File: config.mk
export PLATFORM = sky130hd
export DESIGN_NAME = ptaq_step
export DESIGN_NICKNAME = d
export VERILOG_FILES = /design/src/rtl/core/ptaq_pkg.sv /design/src/rtl/core/ptaq_step.sv
export SDC_FILE = /design/constraint.sdc
export NUM_CORES = 1
export LEC_CHECK = 0
export ABC_AREA = 0
export BUFFER_PORTS_ARGS = -buffer_cell sky130_fd_sc_hd__buf_2
export CAP_MARGIN = 0
export CORE_UTILIZATION = 43
export DETAILED_ROUTE_END_ITERATION = 10
export GPL_TIMING_DRIVEN = 0
export PLACE_DENSITY = 0.85
export SYNTH_ARGS = -nofsm -noshare
export SYNTH_HDL_FRONTEND = slang
export SYNTH_SLANG_ARGS = --single-unit
File: constraint.sdc
create_clock -name vclk -period 3.36
set_input_delay 0.504 -clock vclk [all_inputs]
set_output_delay 0.504 -clock vclk [all_outputs]
set_load 0.03 [all_outputs]
File: src/rtl/core/ptaq_pkg.sv
// Shared types and constants for the parent table ancestor query block.
// Used by ptaq_step and the top level under rtl/core; depends on nothing.
package ptaq_pkg;

   // Field widths fixed by the request and response formats
   localparam int FUNC_BITS   = 3;
   localparam int NODE_BITS   = 10;
   localparam int ID_BITS     = 16;
   localparam int STATUS_BITS = 2;

   // Defaults for top-level parameters
   localparam int DEF_TABLE_DEPTH  = 1024;
   localparam int DEF_ELEMENT_BITS = 16;

   // Function codes
   localparam logic [FUNC_BITS-1:0] FN_APPEND   = 3'd0;
   localparam logic [FUNC_BITS-1:0] FN_CLEAR    = 3'd1;
   localparam logic [FUNC_BITS-1:0] FN_DEPTH    = 3'd2;
   localparam logic [FUNC_BITS-1:0] FN_ANCESTOR = 3'd3;
   localparam logic [FUNC_BITS-1:0] FN_ROOT     = 3'd4;
   localparam logic [FUNC_BITS-1:0] FN_CONTAINS = 3'd5;

   // Status codes
   localparam logic [STATUS_BITS-1:0] STAT_OK         = 2'd0;
   localparam logic [STATUS_BITS-1:0] STAT_NOT_LOADED = 2'd1;
   localparam logic [STATUS_BITS-1:0] STAT_FULL       = 2'd2;

   typedef struct packed {
      logic [FUNC_BITS-1:0] func;
      logic [NODE_BITS-1:0] node_a;
      logic [NODE_BITS-1:0] node_b;
      logic [ID_BITS-1:0]   element_id;
   } req_type;

   typedef struct packed {
      logic [NODE_BITS-1:0]   value;
      logic                   answer;
      logic [STATUS_BITS-1:0] status;
   } rsp_type;

   // Sequencer states
   typedef enum logic [1:0] {
      ST_IDLE,
      ST_CHECK,
      ST_UPDATE,
      ST_FINISH
   } state_type;

   // Walk step unit: operands in, decision and next operands out
   typedef struct packed {
      logic                 update;   // 0: test for end, 1: apply parent read
      logic [FUNC_BITS-1:0] func;
      logic [NODE_BITS-1:0] node_a;
      logic [NODE_BITS-1:0] node_b;
      logic [NODE_BITS-1:0] depth;
      logic [NODE_BITS-1:0] parent;
      logic                 elem_hit;
   } step_in_type;

   typedef struct packed {
      logic                 done;
      logic                 answer;
      logic [NODE_BITS-1:0] value;
      logic                 sel_b;    // walk pointer is node_b
      logic [NODE_BITS-1:0] node_a;
      logic [NODE_BITS-1:0] node_b;
      logic [NODE_BITS-1:0] depth;
   } step_out_type;

endpackage

File: src/rtl/core/ptaq_step.sv
// Shared compare/increment unit for one level of a parent-link walk.
// Depends on ptaq_pkg for function codes and the step structs.
module ptaq_step (
   input  ptaq_pkg::step_in_type  step_in,
   output ptaq_pkg::step_out_type step_out
);
   import ptaq_pkg::*;

   logic a_eq_b;
   logic a_lt_b;
   logic a_zero;

   // Comparators shared by all walk types
   assign a_eq_b = (step_in.node_a == step_in.node_b);
   assign a_lt_b = (step_in.node_a <  step_in.node_b);
   assign a_zero = (step_in.node_a == '0);

   always_comb begin
      step_out        = '0;
      step_out.node_a = step_in.node_a;
      step_out.node_b = step_in.node_b;
      step_out.depth  = step_in.depth;

      unique case (step_in.func)
         FN_DEPTH: begin
            if (!step_in.update) begin
               step_out.done  = a_zero;
               step_out.value = step_in.depth;
            end else begin
               step_out.node_a = step_in.parent;
               step_out.depth  = step_in.depth + NODE_BITS'(1);
            end
         end
         FN_ANCESTOR: begin
            // Walk b upward until it meets a or drops below it
            if (!step_in.update) begin
               if (a_zero || a_eq_b) begin
                  step_out.done   = 1'b1;
                  step_out.answer = 1'b1;
               end else if (!a_lt_b) begin
                  step_out.done = 1'b1;
               end
               step_out.sel_b = 1'b1;
            end else begin
               step_out.node_b = step_in.parent;
            end
         end
         FN_ROOT: begin
            // Raise whichever index is larger
            if (!step_in.update) begin
               step_out.done  = a_eq_b;
               step_out.value = step_in.node_a;
               step_out.sel_b = a_lt_b;
            end else if (a_lt_b) begin
               step_out.node_b = step_in.parent;
            end else begin
               step_out.node_a = step_in.parent;
            end
         end
         FN_CONTAINS: begin
            // Root element is never compared
            if (!step_in.update) begin
               step_out.done = a_zero;
            end else if (step_in.elem_hit) begin
               step_out.done   = 1'b1;
               step_out.answer = 1'b1;
            end else begin
               step_out.node_a = step_in.parent;
            end
         end
         default: begin
            step_out.done = 1'b1;
         end
      endcase
   end

endmodule

==> results_dict.tcl, run 1 <==
set metrics [dict create \
    outcome "finished clean" \
    postRouteAntennaNets 0 \
    finalNetCount 318 \
    ys_warn_count 0 \
    cp_cell_sequence "buf_2, inv_1, ha_1, a211oi_1, nor2_1, a2111o_1, o21a_1, clkbuf_1, o211ai_1, buf_2" \
    antenna_cells 0 \
    finalSetupViolCount 0 \
    drive_above_1_share_pct 38.22 \
    critPathCaptureType "output port" \
    arrival_ns 2.67 \
    synth_mux_area_share_pct 12.58 \
    hp-start "step_in[20]" \
    die_h_um 54.02 \
    grt_max_degree 11 \
    synth_compound_area_share_pct 33.98 \
    nFlopsAndLatches 0 \
    holdCritPathClass "in -> out" \
    syn-instance-count 171 \
    irDropWorstVdd_mv 0.09130 \
    hold_viol 0 \
    die_x_um 54.02 \
    finalCriticalPeriod_ns 3.169 \
    dr.pass1.iters 4 \
    portBuffers 88 \
    critPathLaunch "step_in[28]" \
    cts-resized-gates 0 \
    gp_congestion 0.8694 \
    grt_pass1_vias 1282 \
    wirelength_mm 3.698 \
    max_slew_margin_pct 58.36 \
    vias_per_cell 5.564 \
    fp.coreArea_um2 2522 \
    seq_area_um2 0 \
    num_rows 18 \
    grt_util_all_layers_pct 23.82 \
    synthTopCellsByArea "o211ai_1, ha_1, mux2_4" \
    pwr_density_cell_nw_per_um2 163.3 \
    fmax_ghz 0.3155 \
    grt_overflow_total 0 \
    synth_top_cell_area_share_pct 13.55 \
    synth_fa_ha_area_share_pct 12.90 \
    place_ws_ns 0.1983 \
    area_growth_syn_to_layout_pct 41.07 \
    crit_path_start_kind "input port" \
    grt_setup_unrepaired "no" \
    vias 1608 \
    final_max_slew_viol_count 0 \
    post-synth-top-area-cell "o211ai_1" \
    die-area_um2 2918 \
    slowest_stage "a2111o_1" \
    grt_pass1_wl_mm 5.388 \
    drv_cap 0 \
    synth_area_per_cell_um2 6.805 \
    worst_pin_slew_ns 0.6223 \
    leakage_nw 0.8409 \
    drc 0 \
    max_stage_delay_ns 0.48 \
    synth_xor_area_share_pct 6.022 \
    drt_iter0_markers 29 \
    nFillCells 264 \
    synth_top_family_by_area "compound AO/OA/AOI/OAI gates" \
    synth.distinct_cells 35 \
    cts_setup_buffers 0 \
    antenna_found_initial 0 \
    synth_nets 228 \
    synthesis.area_um2 1164 \
    cts_hold_buf 0 \
    setup_tns_ns 0 \
    boundaryPins 88 \
    cp.required_ns 2.86 \
    nClkBuffers 0 \
    ys_seq_area_share_pct 0 \
    synthSimpleGateAreaFrac_pct 26.13 \
    dp_hpwl_mm 3.042 \
    crit_top_cell "buf_2" \
    cp_max_fo 10 \
    worst_slack_ns 0.1909 \
    fin_crit_sh_pct 94.32 \
    routedWlPerCell_um 12.80 \
    initial_core_util_pct 46.13 \
    worstSetupPathType "in -> out" \
]
[worst max-delay path, delay by kind of cell]
family | cells | cell delay (ns)
compound gates | 4 | 1.17
simple gates | 1 | 0.07
fa+ha+maj | 1 | 0.31
buf+inv | 4 | 0.61
[layout make-up]
cell class	count	area [µm²]	share of cell area [%]
multi-input cells	147	1066	64.94
inverters	13	48.80	2.973
repair buffers	88	440.4	26.83
plain buffers	11	48.80	2.973
well taps	30	37.54	2.287
[worst paths after layout]
check,endpoint,cells after the start
max,step_out[13],10
min,step_out[9],3
[routing by layer]
layer / share of wire [%] / track usage (%)
met3: 7.2 / 1.412
met2: 49 / 44.65
met4: 0.57 / 3.419
met1: 43 / 29.90
met5: 0 / 0
[metrics by stage]
stage / util (%) / hold WS, ns / power [mW] / area [µm²] / std cells
4_1_cts: 65.08 / 1.334 / 0.2676 / 1642 / 289
3_5_place_dp: 65.08 / 1.334 / 0.2669 / 1642 / 289
3_3_place_gp: 65.08 / 1.337 / 0.2645 / 1642 / 289
2_1_floorplan: - / 1.184 / 0.1754 / 1164 / 171
6_report: 65.08 / 1.339 / 0.2681 / 1642 / 289
5_1_grt: 65.08 / 1.363 / 0.2907 / 1642 / 289
[where the power goes]
part | switching (mW) | internal [mW] | total (mW)
clock | 0 | 0 | 0
combinational | 0.170 | 0.0982 | 0.268
sequential | 0 | 0 | 0
total | 0.170 | 0.0982 | 0.268
[kinds of logic (layout without fill, tap and decap cells)]
group                    Yosys count  after routing
AO/OA/AOI/OAI                     55             55
XOR/XNOR                           8              8
adder cells (fa/ha/maj)           12             12
buffers and inverters             24            112
multiplexers                      10             10
AND/OR/NAND/NOR                   62             62
[Yosys cell counts, drive strengths merged]
cell type,count
mux2,10
or3,1
xnor2,7
a32oi,1
ha,12
nor3b,1
nor2,6
a2111o,1
a21oi,7
nand2b,4
o221a,1
a22oi,1
o21a,1
a22o,10
and4,2
nor2b,3
inv,13
nand2,27
nand3,6
clkbuf,9
nor4,2
xor2,1
buf,2
o21ai,8
a211oi,2
nand4,6
o211ai,21
and3,3
a21boi,1
and2,1
a31oi,1
[layout by cell type (no fill, tap or decap), types with 3 or more instances in the layout]
| cell type | Yosys | routed |
|---|---|---|
| nor2_1 | 6 | 6 |
| nand2_1 | 27 | 27 |
| inv_1 | 12 | 12 |
| a22o_1 | 10 | 10 |
| clkbuf_1 | 9 | 9 |
| ha_1 | 12 | 12 |
| nand4_1 | 6 | 6 |
| nand2b_1 | 4 | 4 |
| xnor2_1 | 7 | 7 |
| o211ai_1 | 21 | 21 |
| o21ai_0 | 6 | 6 |
| mux2_4 | 9 | 9 |
| nor2b_1 | 3 | 3 |
| buf_2 | 0 | 88 |
| a21oi_1 | 7 | 7 |
| and3_1 | 3 | 3 |
| nand3_1 | 6 | 6 |
Power figures use the tool's default switching activity.
==> run 2: changes to the inputs <==
--- a/config.mk
+++ b/config.mk
@@ -8,10 +8,12 @@
 export ABC_AREA = 0
 export BUFFER_PORTS_ARGS = -buffer_cell sky130_fd_sc_hd__buf_2
 export CAP_MARGIN = 0
-export CORE_UTILIZATION = 43
+export CELL_PAD_IN_SITES_DETAIL_PLACEMENT = 0
+export CELL_PAD_IN_SITES_GLOBAL_PLACEMENT = 1
+export CORE_UTILIZATION = 27
 export DETAILED_ROUTE_END_ITERATION = 10
 export GPL_TIMING_DRIVEN = 0
-export PLACE_DENSITY = 0.85
+export PLACE_DENSITY_LB_ADDON = 0.1
 export SYNTH_ARGS = -nofsm -noshare
 export SYNTH_HDL_FRONTEND = slang
 export SYNTH_SLANG_ARGS = --single-unit
==> results_dict.tcl, run 2 (synthesis results as in run 1) <==
set metrics [dict create \
    outcome "finished clean" \
    die_h_um 67.65 \
    postRouteAntennaNets 0 \
    grt_pass1_vias 1346 \
    drt_iter0_markers 67 \
    cts-resized-gates 0 \
    dr.pass1.iters 4 \
    die-area_um2 4577 \
    max_slew_margin_pct 59.80 \
    holdCritPathClass "in -> out" \
    worst_slack_ns 0.1749 \
    seq_area_um2 0 \
    final_max_slew_viol_count 0 \
    critPathCaptureType "output port" \
    finalCriticalPeriod_ns 3.185 \
    utilization_pct 41.07 \
    crit_top_cell "buf_2" \
    dp_hpwl_mm 3.486 \
    crit_path_start_kind "input port" \
    nClkBuffers 0 \
    pwr_density_cell_nw_per_um2 162.1 \
    mostFrequentLayoutCell "buf_2" \
    gp_congestion 0.8416 \
    grt_overflow_total 0 \
    routedWlPerCell_um 13.50 \
    die_x_um 67.65 \
    finalNonFillerCells 309 \
    fin_crit_sh_pct 94.79 \
    finalSetupViolCount 0 \
    fp.coreArea_um2 4058 \
    antenna_cells 0 \
    arrival_ns 2.68 \
    vias 1559 \
    worstHoldPathCells 3 \
    portBuffers 88 \
    setup_tns_ns 0 \
    min_to "step_out[9]" \
    cp.required_ns 2.86 \
    cts_hold_buf 0 \
    grt_setup_unrepaired "no" \
    cp_cell_sequence "buf_2, inv_1, ha_1, a211oi_1, nor2_1, a2111o_1, o221a_1, buf_6, mux2_4, buf_2" \
    max_stage_delay_ns 0.49 \
    slowest_stage "a2111o_1" \
    irDropWorstVdd_mv 0.07044 \
    initial_core_util_pct 28.68 \
    place_ws_ns 0.1722 \
    leakage_nw 0.8409 \
    most-common-layout-cells "buf_2, nand2_1, o211ai_1, inv_1, ha_1" \
    worst_pin_slew_ns 0.6009 \
    drive_above_1_share_pct 38.22 \
    grt_util_all_layers_pct 17.44 \
    cp_max_fo 9 \
    area_growth_syn_to_layout_pct 43.23 \
    hp-start "step_in[20]" \
    antenna_found_initial 0 \
    vias_per_cell 5.045 \
    place_inst 309 \
    drc 0 \
    wirelength_mm 4.173 \
    fmax_ghz 0.3140 \
    nFlopsAndLatches 0 \
    grt_pass1_wl_mm 6.348 \
    num_rows 23 \
    hold_viol 0 \
    final_area_um2 1667 \
    drv_cap 0 \
    worstSetupPathType "in -> out" \
    place_area_um2 1667 \
    grt_max_degree 11 \
    cts_setup_buffers 0 \
    finalNetCount 318 \
    boundaryPins 88 \
]
## run 2: cell counts in the layout (fill, tap and decap cells not counted)
No cell type changed its count.
## run 2: metrics by stage
stage                     hold WS, ns  total power, mW
final                           1.343           0.2702
after CTS                       1.341           0.2724
after global placement          1.339           0.2727
after detailed placement        1.341           0.2717
after floorplan                 1.184           0.1754
after global routing            1.356           0.2959
## run 2: area by class of cell
cell class,count,area (µm²)
Timing Repair Buffer,88,440.4
Fill cell,449,2391
Buffer,11,48.80
Multi-Input combinational cell,147,1066
Inverter,13,48.80
Tap cell,50,62.56
## run 2: worst max-delay path by stage
stage | from | end | slack [ns] | cells past startpoint
after floorplan | step_in[28] | step_out[10] | 0.40 | 8
after global placement | step_in[28] | step_out[29] | 0.14 | 10
after detailed placement | step_in[28] | step_out[17] | 0.17 | 10
after CTS | step_in[28] | step_out[17] | 0.17 | 10
after global routing | step_in[28] | step_out[17] | 0.03 | 10
final | step_in[28] | step_out[29] | 0.17 | 10
## run 2: power breakdown
group	internal [mW]	switching, mW
registers	0	0
clock network	0	0
logic	0.0980	0.172
total	0.0980	0.172
## run 2: critical path: cells and delay by family
kind	cells	cell delay, ns
AOI/OAI and AO/OA	3	1.00
adders and majority gates	1	0.31
buffers and inverters	4	0.48
and+or+nand+nor	1	0.08
muxes	1	0.30
## run 2: routing by layer
| metal | vias to the layer above | global-route usage [%] | share of wire, % |
|---|---|---|---|
| li1 | 820 | - | - |
| met1 | 683 | 24.31 | 47 |
| met2 | 56 | 31.19 | 47 |
| met3 | 0 | 0.3378 | 5.9 |
| met4 | 0 | 0 | 0 |
| met5 | - | 0 | 0 |
